`config.mk`:
```
export PLATFORM = sky130hd
export DESIGN_NAME = action_id_match_table
export DESIGN_NICKNAME = d
export VERILOG_FILES = /design/src/design/aimt_pkg.sv /design/src/design/aimt_cell.sv /design/src/design/aimt_probe.sv /design/src/design/action_id_match_table.sv
export SDC_FILE = /design/constraint.sdc
export NUM_CORES = 2
export LEC_CHECK = 0
export CORE_MARGIN = 2
export CORE_UTILIZATION = 50
export CTS_BUF_LIST = sky130_fd_sc_hd__clkbuf_8
export DETAILED_ROUTE_END_ITERATION = 7
export DONT_BUFFER_PORTS = 1
export SETUP_SLACK_MARGIN = 0.4
export SLEW_MARGIN = 20
export SYNTH_ARGS = -nofsm -noshare
export SYNTH_HDL_FRONTEND = slang
export SYNTH_SLANG_ARGS = --single-unit
```
`constraint.sdc`:
```
create_clock -name clk_i -period 113.5 [get_ports clk_i]
set_input_delay 11.35 -clock clk_i [delete_from_list [all_inputs] [get_ports clk_i]]
set_output_delay 11.35 -clock clk_i [all_outputs]
set_load 0.03 [all_outputs]
```
`src/design/aimt_pkg.sv`:
```
// Shared widths, codes and types of the action identifier match table.
package aimt_pkg;

  localparam int unsigned TableDepthDef = 64;

  localparam int unsigned FuncW     = 2;
  localparam int unsigned IdentW    = 32;
  localparam int unsigned ParamCntW = 8;
  localparam int unsigned EventW    = 8;
  localparam int unsigned StatusW   = 3;
  localparam int unsigned PinW      = 6;

  localparam int unsigned InDataW   = IdentW + ParamCntW + EventW;
  localparam int unsigned OutFieldW = StatusW + 1 + 1 + PinW;
  localparam int unsigned OutDataW  = ((OutFieldW + 7) / 8) * 8;
  localparam int unsigned OutPadW   = OutDataW - OutFieldW;

  // Operation codes
  localparam logic [FuncW-1:0] FuncAdd     = 2'd0;
  localparam logic [FuncW-1:0] FuncRemove  = 2'd1;
  localparam logic [FuncW-1:0] FuncTrigger = 2'd2;

  // Status codes
  localparam logic [StatusW-1:0] StsDone     = 3'd0;
  localparam logic [StatusW-1:0] StsBadCount = 3'd1;
  localparam logic [StatusW-1:0] StsFull     = 3'd2;
  localparam logic [StatusW-1:0] StsDup      = 3'd3;
  localparam logic [StatusW-1:0] StsNotFound = 3'd4;

  // Event codes and the one legal parameter count
  localparam logic [EventW-1:0]    EventOff = 8'd0;
  localparam logic [EventW-1:0]    EventOn  = 8'd1;
  localparam logic [ParamCntW-1:0] ParamOne = 8'd1;

  typedef struct packed {
    logic [IdentW-1:0] ident;
    logic [EventW-1:0] code;
  } entry_t;

  typedef struct packed {
    logic scan_pass;
    logic insert_en;
    logic fix_pass;
  } probe_ctrl_t;

  typedef struct packed {
    logic hit;
    logic at_last;
  } probe_stat_t;

endpackage

```
`src/design/aimt_cell.sv`:
```
// One storage cell of the entry ring: holds an entry and passes it on when shifting.
module aimt_cell import aimt_pkg::*; (
  input  logic   clk_i,
  input  logic   shift_en_i,
  input  entry_t entry_i,
  output entry_t entry_o
);

  entry_t entry_q;

  always_ff @(posedge clk_i) begin
    if (shift_en_i) begin
      entry_q <= entry_i;
    end
  end

  assign entry_o = entry_q;

endmodule

```
`src/design/aimt_probe.sv`:
```
// Ring head probe: compares the head entry and picks what re-enters the ring tail.
module aimt_probe import aimt_pkg::*; #(
  parameter int unsigned TableDepth = TableDepthDef
) (
  input  probe_ctrl_t ctrl_i,
  input  logic [IdentW-1:0] key_i,
  input  entry_t new_i,
  input  entry_t last_i,
  input  entry_t head_i,
  input  logic [((TableDepth > 1) ? $clog2(TableDepth) : 1)-1:0] idx_i,
  input  logic [$clog2(TableDepth + 1)-1:0] count_i,
  input  logic [((TableDepth > 1) ? $clog2(TableDepth) : 1)-1:0] slot_i,
  output probe_stat_t stat_o,
  output entry_t feed_o
);

  localparam int unsigned CntW = $clog2(TableDepth + 1);

  logic [CntW-1:0] idx_ext;
  logic            in_use;

  assign idx_ext = CntW'(idx_i);
  assign in_use  = idx_ext < count_i;

  assign stat_o.hit     = ctrl_i.scan_pass && in_use && (head_i.ident == key_i);
  assign stat_o.at_last = ctrl_i.scan_pass && in_use && (idx_ext == (count_i - CntW'(1)));

  always_comb begin
    if (ctrl_i.scan_pass && ctrl_i.insert_en && (idx_ext == count_i)) begin
      feed_o = new_i;
    end else if (ctrl_i.fix_pass && (idx_i == slot_i)) begin
      feed_o = last_i;
    end else begin
      feed_o = head_i;
    end
  end

endmodule

```
`src/design/action_id_match_table.sv`:
```
// Top level of the action identifier match table: ring of entry cells, probe and sequencer.
//
// The table keeps up to TableDepth entries, each an action identifier with an event code,
// in a ring of cells that rotates past a single probe at its head, one position per cycle
// while a request is scanned or fixed up. Every request (add, remove, trigger) rides one
// full rotation; the probe compares each live entry on the way by, appends a new entry at
// the first free position, and notes the last live entry. A remove that finds its
// identifier takes a second rotation that copies the last entry into the freed slot. One
// request is in flight at a time; the result register holds a finished result while the
// master side stalls, and a new request is taken as soon as the sequencer is back in
// idle. The output pin number is written through cfg_we_i and cfg_wdata_i; the user must
// write it only while the block is idle, and the block itself leaves that unchecked.
// Result status: done, bad parameter count, table full, duplicate, not found; a trigger
// that finds event on or off raises drive_strobe with the level (0 on, 1 off) and the
// configured pin, otherwise level and pin read 0.
module action_id_match_table import aimt_pkg::*; #(
  parameter int unsigned TableDepth = TableDepthDef
) (
  input  logic                clk_i,
  input  logic                rst_ni,
  input  logic                cfg_we_i,
  input  logic [PinW-1:0]     cfg_wdata_i,
  input  logic                s_axis_tvalid,
  output logic                s_axis_tready,
  // [31:0] ident, [39:32] param_count, [47:40] event_code
  input  logic [InDataW-1:0]  s_axis_tdata,
  // [1:0] func
  input  logic [FuncW-1:0]    s_axis_tuser,
  output logic                m_axis_tvalid,
  input  logic                m_axis_tready,
  // [2:0] status, [3] drive_strobe, [4] pin_level, [10:5] drive_pin, rest zero
  output logic [OutDataW-1:0] m_axis_tdata
);

  localparam int unsigned IdxW = (TableDepth > 1) ? $clog2(TableDepth) : 1;
  localparam int unsigned CntW = $clog2(TableDepth + 1);
  localparam logic [IdxW-1:0] IdxLast  = IdxW'(TableDepth - 1);
  localparam logic [CntW-1:0] CntFull  = CntW'(TableDepth);

  typedef enum logic [4:0] {
    SIdle = 5'b00001,
    SScan = 5'b00010,
    SEval = 5'b00100,
    SFix  = 5'b01000,
    SDone = 5'b10000
  } state_e;

  state_e state_q, state_d;

  logic [IdxW-1:0]      idx_q, idx_d;
  logic [CntW-1:0]      count_q, count_d;
  logic [PinW-1:0]      pin_cfg_q;

  // Request being served
  logic [FuncW-1:0]     func_q;
  logic [IdentW-1:0]    key_q;
  logic [ParamCntW-1:0] pcount_q;
  logic [EventW-1:0]    code_q;

  // Scan findings
  logic                 hit_q;
  logic [IdxW-1:0]      slot_q;
  logic [EventW-1:0]    hit_code_q;
  entry_t               last_q;

  // Finished result and output register
  logic [StatusW-1:0]   status_q;
  logic                 strobe_q;
  logic                 level_q;
  logic [PinW-1:0]      pin_q;
  logic                 out_valid_q;
  logic [OutDataW-1:0]  out_data_q;

  logic                 in_fire;
  logic                 out_load;
  logic                 shift_en;
  probe_ctrl_t          probe_ctrl;
  probe_stat_t          probe_stat;
  entry_t               head;
  entry_t               feed;
  entry_t               new_entry;
  entry_t               ring [TableDepth];

  assign s_axis_tready = (state_q == SIdle);
  assign in_fire       = s_axis_tvalid && s_axis_tready;
  assign out_load      = (state_q == SDone) && (!out_valid_q || m_axis_tready);
  assign shift_en      = (state_q == SScan) || (state_q == SFix);

  // ---------------------------------------------------------------------------------------
  // Entry ring: cell k takes from cell k+1, the tail takes what the probe feeds back
  // ---------------------------------------------------------------------------------------
  for (genvar k = 0; k < TableDepth; k++) begin : g_ring
    if (k == TableDepth - 1) begin : g_tail
      aimt_cell u_cell (
        .clk_i      (clk_i),
        .shift_en_i (shift_en),
        .entry_i    (feed),
        .entry_o    (ring[k])
      );
    end else begin : g_body
      aimt_cell u_cell (
        .clk_i      (clk_i),
        .shift_en_i (shift_en),
        .entry_i    (ring[k+1]),
        .entry_o    (ring[k])
      );
    end
  end

  assign head            = ring[0];
  assign new_entry.ident = key_q;
  assign new_entry.code  = code_q;

  // Append only for a well-formed add into a table with room and no duplicate seen so far;
  // a duplicate always sits below the append position, so hit_q is settled by then.
  assign probe_ctrl.scan_pass = (state_q == SScan);
  assign probe_ctrl.insert_en = (func_q == FuncAdd) && (pcount_q == ParamOne) &&
                                (count_q < CntFull) && !hit_q;
  assign probe_ctrl.fix_pass  = (state_q == SFix);

  aimt_probe #(
    .TableDepth (TableDepth)
  ) u_probe (
    .ctrl_i  (probe_ctrl),
    .key_i   (key_q),
    .new_i   (new_entry),
    .last_i  (last_q),
    .head_i  (head),
    .idx_i   (idx_q),
    .count_i (count_q),
    .slot_i  (slot_q),
    .stat_o  (probe_stat),
    .feed_o  (feed)
  );

  // ---------------------------------------------------------------------------------------
  // Sequencer
  // ---------------------------------------------------------------------------------------
  always_comb begin
    state_d = state_q;
    idx_d   = idx_q;
    count_d = count_q;
    unique case (state_q)
      SIdle: begin
        if (in_fire) begin
          state_d = SScan;
        end
      end
      SScan: begin
        if (idx_q == IdxLast) begin
          idx_d   = '0;
          state_d = SEval;
        end else begin
          idx_d = idx_q + IdxW'(1);
        end
      end
      SEval: begin
        state_d = SDone;
        if (func_q == FuncAdd) begin
          if (probe_ctrl.insert_en) begin
            count_d = count_q + CntW'(1);
          end
        end else if (func_q == FuncRemove && hit_q) begin
          count_d = count_q - CntW'(1);
          state_d = SFix;
        end
      end
      SFix: begin
        if (idx_q == IdxLast) begin
          idx_d   = '0;
          state_d = SDone;
        end else begin
          idx_d = idx_q + IdxW'(1);
        end
      end
      SDone: begin
        if (out_load) begin
          state_d = SIdle;
        end
      end
      default: begin
        state_d = SIdle;
      end
    endcase
  end

  always_ff @(posedge clk_i or negedge rst_ni) begin
    if (!rst_ni) begin
      state_q     <= SIdle;
      idx_q       <= '0;
      count_q     <= '0;
      pin_cfg_q   <= '0;
      out_valid_q <= 1'b0;
    end else begin
      state_q <= state_d;
      idx_q   <= idx_d;
      count_q <= count_d;
      if (cfg_we_i) begin
        pin_cfg_q <= cfg_wdata_i;
      end
      if (out_load) begin
        out_valid_q <= 1'b1;
      end else if (m_axis_tready) begin
        out_valid_q <= 1'b0;
      end
    end
  end

  // ---------------------------------------------------------------------------------------
  // Request capture, scan findings and result
  // ---------------------------------------------------------------------------------------
  always_ff @(posedge clk_i) begin
    if (in_fire) begin
      func_q   <= s_axis_tuser;
      key_q    <= s_axis_tdata[IdentW-1:0];
      pcount_q <= s_axis_tdata[IdentW +: ParamCntW];
      code_q   <= s_axis_tdata[IdentW + ParamCntW +: EventW];
      hit_q    <= 1'b0;
    end else if (probe_stat.hit) begin
      hit_q      <= 1'b1;
      slot_q     <= idx_q;
      hit_code_q <= head.code;
    end
    if (probe_stat.at_last) begin
      last_q <= head;
    end

    if (state_q == SEval) begin
      status_q <= StsDone;
      strobe_q <= 1'b0;
      level_q  <= 1'b0;
      pin_q    <= '0;
      case (func_q)
        FuncAdd: begin
          if (pcount_q != ParamOne) begin
            status_q <= StsBadCount;
          end else if (count_q >= CntFull) begin
            status_q <= StsFull;
          end else if (hit_q) begin
            status_q <= StsDup;
          end
        end
        FuncRemove: begin
          if (!hit_q) begin
            status_q <= StsNotFound;
          end
        end
        FuncTrigger: begin
          if (!hit_q) begin
            status_q <= StsNotFound;
          end else if (hit_code_q == EventOn) begin
            strobe_q <= 1'b1;
            pin_q    <= pin_cfg_q;
          end else if (hit_code_q == EventOff) begin
            strobe_q <= 1'b1;
            level_q  <= 1'b1;
            pin_q    <= pin_cfg_q;
          end
        end
        default: begin
          status_q <= StsDone;
        end
      endcase
    end

    if (out_load) begin
      out_data_q <= {{OutPadW{1'b0}}, pin_q, level_q, strobe_q, status_q};
    end
  end

  assign m_axis_tvalid = out_valid_q;
  assign m_axis_tdata  = out_data_q;

  // ---------------------------------------------------------------------------------------
  // Assertions
  // ---------------------------------------------------------------------------------------
  a_count_bounded: assert property (@(posedge clk_i) disable iff (!rst_ni)
    count_q <= CntFull)
    else $error("entry count above table depth");

  a_idle_idx_zero: assert property (@(posedge clk_i) disable iff (!rst_ni)
    (state_q == SIdle) |-> (idx_q == '0))
    else $error("ring position not at origin while idle");

  a_accept_scans: assert property (@(posedge clk_i) disable iff (!rst_ni)
    in_fire |=> (state_q == SScan))
    else $error("accepted request did not start a scan");

  a_remove_shrinks: assert property (@(posedge clk_i) disable iff (!rst_ni)
    ((state_q == SEval) && (func_q == FuncRemove) && hit_q) |=>
      ((count_q == $past(count_q) - CntW'(1)) && (state_q == SFix)))
    else $error("remove hit did not shrink the table");

  a_strobe_done: assert property (@(posedge clk_i) disable iff (!rst_ni)
    (out_valid_q && out_data_q[StatusW]) |-> (out_data_q[StatusW-1:0] == StsDone))
    else $error("drive strobe with a failing status");

endmodule
```
---- Word-level counts from Yosys, hierarchy flattened ----
Index checks and enable logic that the tools add are counted.
W data, S select, Z words.
word-level totals
  input port bits ......................... 61
  output and inout bits ................... 18
  logic and storage cells ................. 227
  register bits ........................... 2712
cells by class
  muxes and demuxes ....................... 24
  bitwise gates (word level) .............. 3
  reduce and logical (&&, ||, !) cells .... 27
  $add $sub $neg .......................... 3
  order comparisons ....................... 3
  equality and inequality tests ........... 20
operators with widths
  kind                   count
  $mux W40               2
  $eq A32 B32 Y1         1
  $mux W5                6
  $pmux W5 S5            1
  $mux W7                3
  $mux W6                3
  $eq A8 B1 Y1 const B   2
  $eq A6 B7 Y1           2
  $logic_and A1 B1 Y1    12
  $logic_not A8 Y1       1
  $ne A8 B1 Y1 const B   1
  $add A7 B1 Y7 const B  1
  $ge A7 B7 Y1 const B   1
  $lt A6 B7 Y1           1
  $lt A7 B7 Y1 const B   1
  $sub A7 B1 Y7 const B  1
  $add A6 B1 Y6 const B  1
  $eq A6 B6 Y1           1
  $eq A6 B6 Y1 const B   1
  $mux W2                3
  $ne A2 B2 Y1 const B   3
  $pmux W3 S2            1
  $eq A5 B1 Y1 const B   1
  $eq A5 B2 Y1 const B   1
  18 further kinds       29

---- Logic depth before layout (Yosys ltp) ----
  depth in word-level cells ............... 7
  mapped depth ............................ 9
  gate-level depth less buffers ........... 7

---- Cells and area by module ----
A second synthesis with hierarchy kept.
second synthesis, totals
  cells, all modules ...................... 3146
  area total of the unflattened synthesis .. 84462.3 um2
by module, submodules not included
  module                 sequential area each (um2)  instances  area an instance (um2)  cells each
  aimt_cell              1201.2                      64         1201.2                  40
  action_id_match_table  4430.5                      1          5388.9                  296
  aimt_probe             0.0                         1          2199.6                  290

---- Least setup slack after synthesis ----
OpenSTA, ideal clock, no wires.
  kind .................................... reg2reg
  start point ............................. reg state_q[2]
  end point ............................... reg idx_q[4]
  setup slack ............................. 37.203 ns
  arrival ................................. 76.064 ns
  data required time ...................... 113.267 ns
  path buffers ............................ 1
  library setup time ...................... 0.233 ns
  stages on the path, launching flop included .. 6
  period minus slack after synthesis ...... 76.297 ns
  cell sequence ........................... dfrtp_1 nor3_1 and2_1 clkbuf_1 nand4_1 xnor2_1
on the way
  cells in the longest elaborated chain, start to end .. 2
  elaborated cells between the ends (all ways) .. 3
  classes of those cells .................. eq/ne: 2; reduce/logical: 1
ends and longest elaborated chain
  element                                       line                          source
  start: declaration                            action_id_match_table.sv:48   state_e state_q, state_d;
  start signal: assignment                      action_id_match_table.sv:189  state_q <= SIdle;
  start signal: assignment                      action_id_match_table.sv:195  state_q <= state_d;
  $eq A5 B4 Y1 or $eq A5 B2 Y1 (tied branches)  action_id_match_table.sv:143  unique case (state_q)
  $reduce_or A2 Y1 (no source line) (*)         n/a
  end signal: assignment                        action_id_match_table.sv:196  idx_q <= idx_d;
  end: declaration                              action_id_match_table.sv:50   logic [IdxW-1:0] idx_q, idx_d;
Mark *: on every way between the ends. The rest lies on a longest branch, timed or not.
A chain may end at the register's enable or synchronous reset.

---- Worst setup path in the final report ----
  start point ............................. reg state_q[3]
  end point ............................... out s_axis_tready
on the way
  cells in the longest elaborated chain, start to end .. 1
ends and longest elaborated chain
  element           line                         source
  $eq A5 B1 Y1      action_id_match_table.sv:84  assign s_axis_tready = (state_q == SIdle);
  end: declaration  action_id_match_table.sv:24  output logic s_axis_tready,
No other way between the ends.

==> metrics.yaml <==
status: "finished, final reports clean"
p_int_mw: 1.68
critPathKind: "reg2out"
drive_above_1_share: 0.141
synth_warnings: 0
drcViolationCount: 0
ctsHoldBuffers: 0
die_x_um: 413
crit_fanout: 6
yosysMostFrequentCell: "edfxtp_1"
tightest_slew_ps: 1180
power_frac_comb: 0.057
timing.final.crit_share: 0.121
ys.flop_type: "edfxtp_1"
path_cells: "nor3_1 -> nand3b_1 -> inv_1"
port_buffers: 0
vias: 29782
routed_via_density: 4.96
clock-sinks: 2712
ant_nets: 0
worstSkewPairLatency_ps: 1050
power_mw: 2.17
clk_path_buf_depth: 4
start_util: 0.502
post-cts-setup-buffers: 0
coreArea_mm2: 0.167
synth_edf_count: 2686
cap_viol_max_count: 0
power_density_mw_per_mm2: 23.1
rsz0062_at_grt: "no"
hold_viol: 0
relSlewSlack: 0.216
synth-seq-cells: 2712
yosysSeqAreaShare: 0.970
place_hpwl_mm: 53.8
synth_top_cell_area_share: 0.962
p_leak_nw: 26.7
cts_buffers: 418
path_buf_inv: 1
synthCells: 3081
net-switching-power_mw: 0.499
io_pins: 79
setup_tns_ps: 0
syn-cell-area_mm2: 0.0838
synth_cell_type_count: 55
max_freq_ghz: 0.0729
drt-total-wl_mm: 115
hold_class: "reg2reg"
fp-row-count: 150
overflow: 0
gp_congestion: 0.784
endpoint_kind: "primary output"
cpMaxStageDelayCell: "dfrtp_1"
synthArstFlopShare: 0.00922
setup-violations-final: 0
drt_iter0_markers: 3280
critPathLaunchType: "register"
synth_common_cells: "2686 x edfxtp_1, 50 x nor2_1, 46 x a21oi_1, 42 x mux2i_1, 38 x xor2_1"
synth.area.top_cells: "edfxtp_1 96%, dfrtp_1 0.72%, mux2i_1 0.50%"
cp_top_family: "simple AND/OR/NAND/NOR gates"
grt_max_degree: 221
antenna_found_initial: 3
num-nets-final: 3586
globalRouteTotalUtil: 0.134
ir_worst_vdd_mv: 0.0143
p_sw_frac: 0.229
critPathMaxStageDelay_ps: 440
cts-root-buf: "clkbuf_8"
avgSynthCellArea_um2: 27.2
period_needed_ps: 13710
pwr-share-seq: 0.616
firstDrtPassIters: 5
slew_viol_final: 0
syn_to_final_growth_pct: 12.2
fin_skew_ps: 81.6
h-tree-depth: 5
grt_pass1_vias: 30017
route.detailed.wl_per_inst_um: 19.1
cts_tree: "done"
cts_resized: 0
clkPwrFrac: 0.326
dieHeight_um: 413
cts.reportedPaths.clkPinSlew_ps: 60
cp.required_ps: 102150
dieArea_mm2: 0.171
grt_pass1_wl_mm: 176
yosys.area.top_type: "edfxtp_1"
crit_arrival_ps: 2360
==> power groups by stage <==
| stage | clock network (mW) | registers, mW | logic [mW] |
|---|---|---|---|
| finish | 0.710 | 1.34 | 0.125 |
| detailed placement | 0 | 1.36 | 0.128 |
| floorplan | 0 | 2.16 | 0.0901 |
| global route | 0.784 | 1.35 | 0.140 |
| CTS | 0.741 | 1.34 | 0.126 |
| global placement | 0 | 1.36 | 0.119 |
==> logic make-up after synthesis <==
kind of cell             synth area share
multiplexers                      0.00596
adder cells (fa/ha/maj)           0.00194
XOR/XNOR                          0.00560
other                           0.0000447
AO/OA/AOI/OAI                     0.00493
buffers and inverters             0.00312
flip-flops                          0.970
AND/OR/NAND/NOR                   0.00857
==> through the flow <==
stage / worst slack, ps / utilization / hold slack [ps] / area [um^2] / std cells
floorplan: 37200 / - / 400 / 83800 / 3085
global placement: 100730 / 0.520 / 401 / 86700 / 5294
detailed placement: 100670 / 0.520 / 405 / 86700 / 5294
CTS: 99700 / 0.563 / 364 / 94000 / 6003
global route: 99530 / 0.564 / 370 / 94000 / 6008
finish: 99790 / 0.564 / 372 / 94000 / 6009
==> metal layers <==
layer / GRT usage / wire length (um)
met5: 0 / 0
met4: 0.0555 / 2910
met3: 0.0365 / 6860
met2: 0.169 / 46800
met1: 0.219 / 58100
==> final timing paths <==
check | from | to | slack, ps | cells after the start
setup / recovery | state_q[3] | s_axis_tready | 99790 | 3
max in group asynchronous | rst_ni | state_q[0] | 103260 | 0
setup reg to reg | state_q[2] | g_ring[49].g_body.u_cell.entry_o[19] | 106300 | 8
min in group asynchronous | rst_ni | count_q[0] | 10010 | 0
hold reg to reg | g_ring[24].g_body.u_cell.entry_o[32] | g_ring[23].g_body.u_cell.entry_o[32] | 370 | 0
hold / removal | g_ring[24].g_body.u_cell.entry_o[32] | g_ring[23].g_body.u_cell.entry_o[32] | 370 | 0
==> area by class of cell <==
type | count | area (um^2)
clock inverters | 287 | 1430
flip-flops and latches | 2712 | 81300
diodes | 4 | 10.0
fillers | 11768 | 72800
multi-input cells | 328 | 2310
inverters | 16 | 61.3
repair buffers | 36 | 344
well taps | 2204 | 2760
clock buffers | 422 | 5810
==> cell usage in the layout, fill, tap and decap left out, types with 5 or more instances in the layout <==
cell type   count
clkinv_2       33
nor2b_1         5
conb_1          5
and2_1          6
and3_1          6
xnor2_1        13
ha_1           13
mux2_2          7
nor3_1          7
inv_1         153
bufinv_16       9
nand3_1        10
xor2_1         38
nor4_1          9
buf_4          30
clkbuf_8      422
nand2_1        13
a21oi_1        46
mux2i_1        42
edfxtp_1     2686
nand4_1         9
clkinvlp_4     10
o21ai_0        11
nor2_1         50
clkinv_1       92
dfrtp_1        24
==> registers in the layout, indices dropped and copies added (netlist names), 2 cells and up <==
| register | cells |
|---|---|
| slot_q | 6 |
| state_q | 5 |
| count_q | 7 |
| func_q | 2 |
| hit_code_q | 8 |
| code_q | 8 |
| g_ring.g_body.u_cell.entry_o | 2520 |
| pcount_q | 8 |
| idx_q | 6 |
| key_q | 32 |
| pin_q | 6 |
| last_q | 40 |
| pin_cfg_q | 6 |
| status_q | 3 |
| g_ring.g_tail.u_cell.entry_o | 40 |
| m_axis_tdata | 11 |
Power figures use the tool's default switching activity.
